File: src/assert_macros.svh
// ----------------------------------------------------------------------------
// Assertion macros
// Shared concurrent assertion shorthands for the point unit RTL.
// ----------------------------------------------------------------------------
`ifndef ASSERT_MACROS_SVH
`define ASSERT_MACROS_SVH

// The property must hold at every clock edge outside reset.
`define ASSERT_PROP(lbl, clk, rst_n, prop, msg) \
  lbl: assert property (@(posedge clk) disable iff (!rst_n) prop) \
    else $error(msg);

// The condition must never be seen at a clock edge outside reset.
`define ASSERT_NEVER(lbl, clk, rst_n, cond, msg) \
  lbl: assert property (@(posedge clk) disable iff (!rst_n) !(cond)) \
    else $error(msg);

`endif

File: src/mxz_ram.sv
// ----------------------------------------------------------------------------
// mxz_ram
// Simple dual-port RAM: one write port, one read port with registered data.
// ----------------------------------------------------------------------------
`timescale 1ns / 1ps

module mxz_ram #(
  parameter int WIDTH = 51,
  parameter int DEPTH = 30
) (
  input  logic                     clk_i,
  input  logic                     we_i,
  input  logic [$clog2(DEPTH)-1:0] waddr_i,
  input  logic [WIDTH-1:0]         wdata_i,
  input  logic                     re_i,
  input  logic [$clog2(DEPTH)-1:0] raddr_i,
  output logic [WIDTH-1:0]         rdata_o
);

  logic [WIDTH-1:0] mem_q [DEPTH];

  // Write port.
  always_ff @(posedge clk_i) begin
    if (we_i) begin
      mem_q[waddr_i] <= wdata_i;
    end
  end

  // Read port; the data holds while no read is issued.
  always_ff @(posedge clk_i) begin
    if (re_i) begin
      rdata_o <= mem_q[raddr_i];
    end
  end

endmodule

File: config.mk
export PLATFORM = sky130hd
export DESIGN_NAME = mxz_ram
export DESIGN_NICKNAME = d
export VERILOG_FILES = /design/src/assert_macros.svh /design/src/mxz_ram.sv
export SDC_FILE = /design/constraint.sdc
export NUM_CORES = 1
export LEC_CHECK = 0
export ABC_AREA = 1
export BUFFER_PORTS_ARGS = -buffer_cell sky130_fd_sc_hd__buf_4
export CORE_ASPECT_RATIO = 1.4
export CORE_MARGIN = 2
export CORE_UTILIZATION = 45
export DETAILED_ROUTE_END_ITERATION = 8
export PLACE_DENSITY_LB_ADDON = 0.08
export SYNTH_ARGS = -nofsm -noshare
export SYNTH_HDL_FRONTEND = slang
export SYNTH_SLANG_ARGS = --single-unit
File: constraint.sdc
create_clock -name clk_i -period 4.3 [get_ports clk_i]
set_input_delay 0.43 -clock clk_i [delete_from_list [all_inputs] [get_ports clk_i]]
set_output_delay 0.43 -clock clk_i [all_outputs]
set_load 0.01 [all_outputs]
Yosys cells after proc, flatten, opt, wreduce, memory -nomap -nowiden
Memory sizes are Yosys's and may differ from the RTL's. A register that Yosys moved wholly into a read port is not among the register bits.
Index checks and enable logic that the tools add are counted.
{ "word_totals": {"word_cells": 3, "n_memories": 1, "inputBits": 64, "output_inout_bits": 51, "ramBits": 1530, "register_bits": 0} }
{ "op_classes": {"mux": 2} }
{ "memory_table": {"columns": ["name", "depth", "word_bits", "read_ports", "rd_clocked_by_memory_dff", "write_ports", "line_no", "rtl"], "rows": [
  ["mem_q", 30, 51, 1, 1, 1, "mxz_ram.sv:20", "logic [WIDTH-1:0] mem_q [DEPTH];"]
]} }
{ "ops": {"columns": ["op", "count"], "rows": [
  ["2-to-1 mux 1 bit", 2]
]} }

Depth between registers and ports, before layout
{ "logic_depth": {"ltp_word": 2, "depth_mapped": 13, "depth_no_buf": 9} }

Least setup slack after synthesis
No wires, ideal clock.
{ "synth_timing": {"path_kind": "input-to-reg", "startpoint": "input port waddr_i[1]", "endpoint": "memory mem_q[0][0] (enable)", "setup_slack_ps": 970, "cell_stages": 3, "t_required_ps": 3840, "t_arrival_ps": 2870, "setup_time_ps": 460, "cell_sequence": "inv_1 nand3_1 nor2_1"} }
{ "synth_rtl": {"columns": ["element", "line_no", "rtl"], "rows": [
  ["from (decl)", "mxz_ram.sv:13", "input logic [$clog2(DEPTH)-1:0] waddr_i,"],
  ["to (decl)", "mxz_ram.sv:20", null]
]} }
No word-level cell before the write port.

Worst setup path after layout
{ "layout_timing": {"startpoint": "input port waddr_i[1]", "endpoint": "memory mem_q[20][38] (enable)"} }
No word-level cell before the write port.

==> reports/results.ini <==
[sta]
hold_viol = 0
rsz0062_at_grt = false
fmax_mhz = 489.3
tns_ps = 0
worst_pin_slew_ps = 1063
skew_ps = 18.62
finalCriticalPeriod_ps = 2044
min_period_over_period_pct = 47.53
slew_headroom_pct = 29.17
setup_viol = 0
finalMaxSlewViolations = 0

[yosys]
synth_seq_cells = 1581
yosysMostFrequentCell = nand2_1
ys_types = 16
synth_edf_count = 1581
synthTopCellsByArea = edfxtp_1, nand2_1, nand3_1
synth_ff_type = edfxtp_1
synth_nets = 5416
syn_area_mm2 = 0.06366
yosysTopAreaCellShare_pct = 74.58
async_reset_ff_share_pct = 0
yosysTopAreaCell = edfxtp_1
yosysSeqAreaShare_pct = 74.58
netlist_instances = 5352
yosys_warnings = 0
synth_area_per_cell_um2 = 11.89
yosys-top-cells-count = nand2_1, edfxtp_1, nand3_1, buf_2, inv_1

[critical_path]
worstPathCellList = buf_4, inv_1, nand3_1, nor2_4, buf_4
critPathArrivalTime_ps = 2460
cp_top_family = simple AND/OR/NAND/NOR gates
cp-endpoint = mem_q[20][38]
r2r_start = mem_q[19][32]
r2r_end = rdata_o[32]
cp_num_buf_inv = 3
worstSetupStartpoint = waddr_i[1]
crit_slowest_cell = nand3_1
path_class = in2reg
critical_path.endpoint_type = register
critPathMaxStageDelay_ps = 620
worstPathRequired_ps = 4720
path_common_cell = buf_4
rr_worst_depth = 8
cp-start-kind = input port
r2r_setup_slack_ps = 2880
cp_num_cells = 5
crit_fanout = 23

[clock_network]
cts_buffer_depth = 3
ctsResizeCount = 0
clk_pin_slew_ps = 60
clock_latency_ps = 790
numClockSinks = 1581
cts_buffers = 153
htree_levels = 4
root_buffer = clkbuf_16
cts_tree = done

[floorplanning]
die_area_mm2 = 0.1445
die_h_um = 449.0
io_pins = 115
die_w_um = 321.9
row_count = 163
initial_core_util_pct = 45.24
core_mm2 = 0.1407

[place]
dp_cells = 7068
gp_congestion = 0.7631
port-buffer-count = 114
dp_hpwl_um = 93650

[grt]
antenna_found_initial = 16
grt_pass1_vias = 39020
grt_max_degree = 188
grtUsageTotal_pct = 25.94
globalRouteOverflowTotal = 0
grt_first_pass_wirelength_um = 271200

[detailed_routing]
vias = 40510
wl_per_cell_um = 25.42
drtIter0Drc = 3886
antenna_left = 0
wl_um = 186900
drcViolationCount = 0
vias_per_cell = 5.511
firstDrtPassIters = 5

[run]
cap_viol_max_count = 0

[finish]
nets = 5480
final_cells = 7350
syn2layout_area_growth_pct = 11.90
drive_gt1_share_pct = 8.204
fillers = 12320

[hold_path]
hold_path.class = in2reg
min_path_cells = 1

[pwr]
peakVddDrop_mv = 0.4099
leakagePower_nw = 26.16
power_density_mw_per_mm2 = 447.7

[run_status]
status = finished clean

area by class of cell:
cell class	instances	area [um2]	share of cell area (%)
Antenna cell	1	2.502	0.003513
Clock buffer	202	4098	5.753
Clock inverter	71	450.4	0.6323
Inverter	98	405.4	0.5691
Multi-Input combinational cell	3347	14220	19.96
Sequential cell	1581	47480	66.65
Tap cell	1815	2271	3.188
Timing Repair Buffer	235	2310	3.243
cells by family after synthesis:
logic type	count (synthesis)	synth area share, %
AOI/OAI and AO/OA	16	0.1258
buffers and inverters	424	3.434
DFF	1581	74.58
and+or+nand+nor	3331	21.86
sequential cells by signal, summed over array words and instances (netlist names):
signal and cells:
mem_q 1530, rdata_o 51
routing by layer:
layer | GRT usage (%) | vias up | part of all wire, %
li1 | - | 18720 | -
met1 | 34.61 | 20240 | 42
met2 | 43.37 | 1213 | 49
met3 | 4.164 | 317 | 5.9
met4 | 8.492 | 8 | 3.2
met5 | 0 | - | 0.028
worst min-delay path by stage:
stage | start | to
floorplan | wdata_i[0] | mem_q[0][0]
global placement | mem_q[29][9] | rdata_o[9]
detailed placement | mem_q[29][25] | rdata_o[25]
CTS | wdata_i[27] | mem_q[10][27]
global route | wdata_i[30] | mem_q[20][30]
finish | wdata_i[27] | mem_q[22][27]
power by group:
group / total (W) / switching, W / internal (W)
clock: 0.0126 / 0.00571 / 0.00688
sequential: 0.0173 / 0.0000850 / 0.0172
combinational: 0.00202 / 0.00148 / 0.000537
placed cells by master (no fill, tap or decap), drive strengths merged:
master	count
nand2	2141
edfxtp	1581
nand3	1128
buf	226
clkbuf	203
inv	103
nor2	62
clkinv	61
o21ai	16
dlygate4sd3	8
bufinv	3
clkinvlp	2
diode	1
metrics by stage:
| stage | instance area (um2) | hold WS [ps] | setup WS [ps] | power (W) | util, % |
|---|---|---|---|---|---|
| floorplan | 63660 | 528.9 | 969.8 | 0.01871 | - |
| global placement | 66600 | 681.7 | 1478 | 0.01962 | 47.33 |
| detailed placement | 66600 | 685.7 | 1466 | 0.01964 | 47.33 |
| CTS | 71230 | 1.642 | 2204 | 0.03214 | 50.62 |
| global route | 71230 | 31.76 | 2194 | 0.03287 | 50.62 |
| finish | 71230 | 52.09 | 2256 | 0.03189 | 50.62 |
what timing repair did:
action                     in CTS  in global routing
setup buffers                   0                  0
setup endpoints to repair       0                  0
hold endpoints to repair      156                  0
hold buffers                    8                  0
No activity file was read; power rests on OpenSTA's default activity.
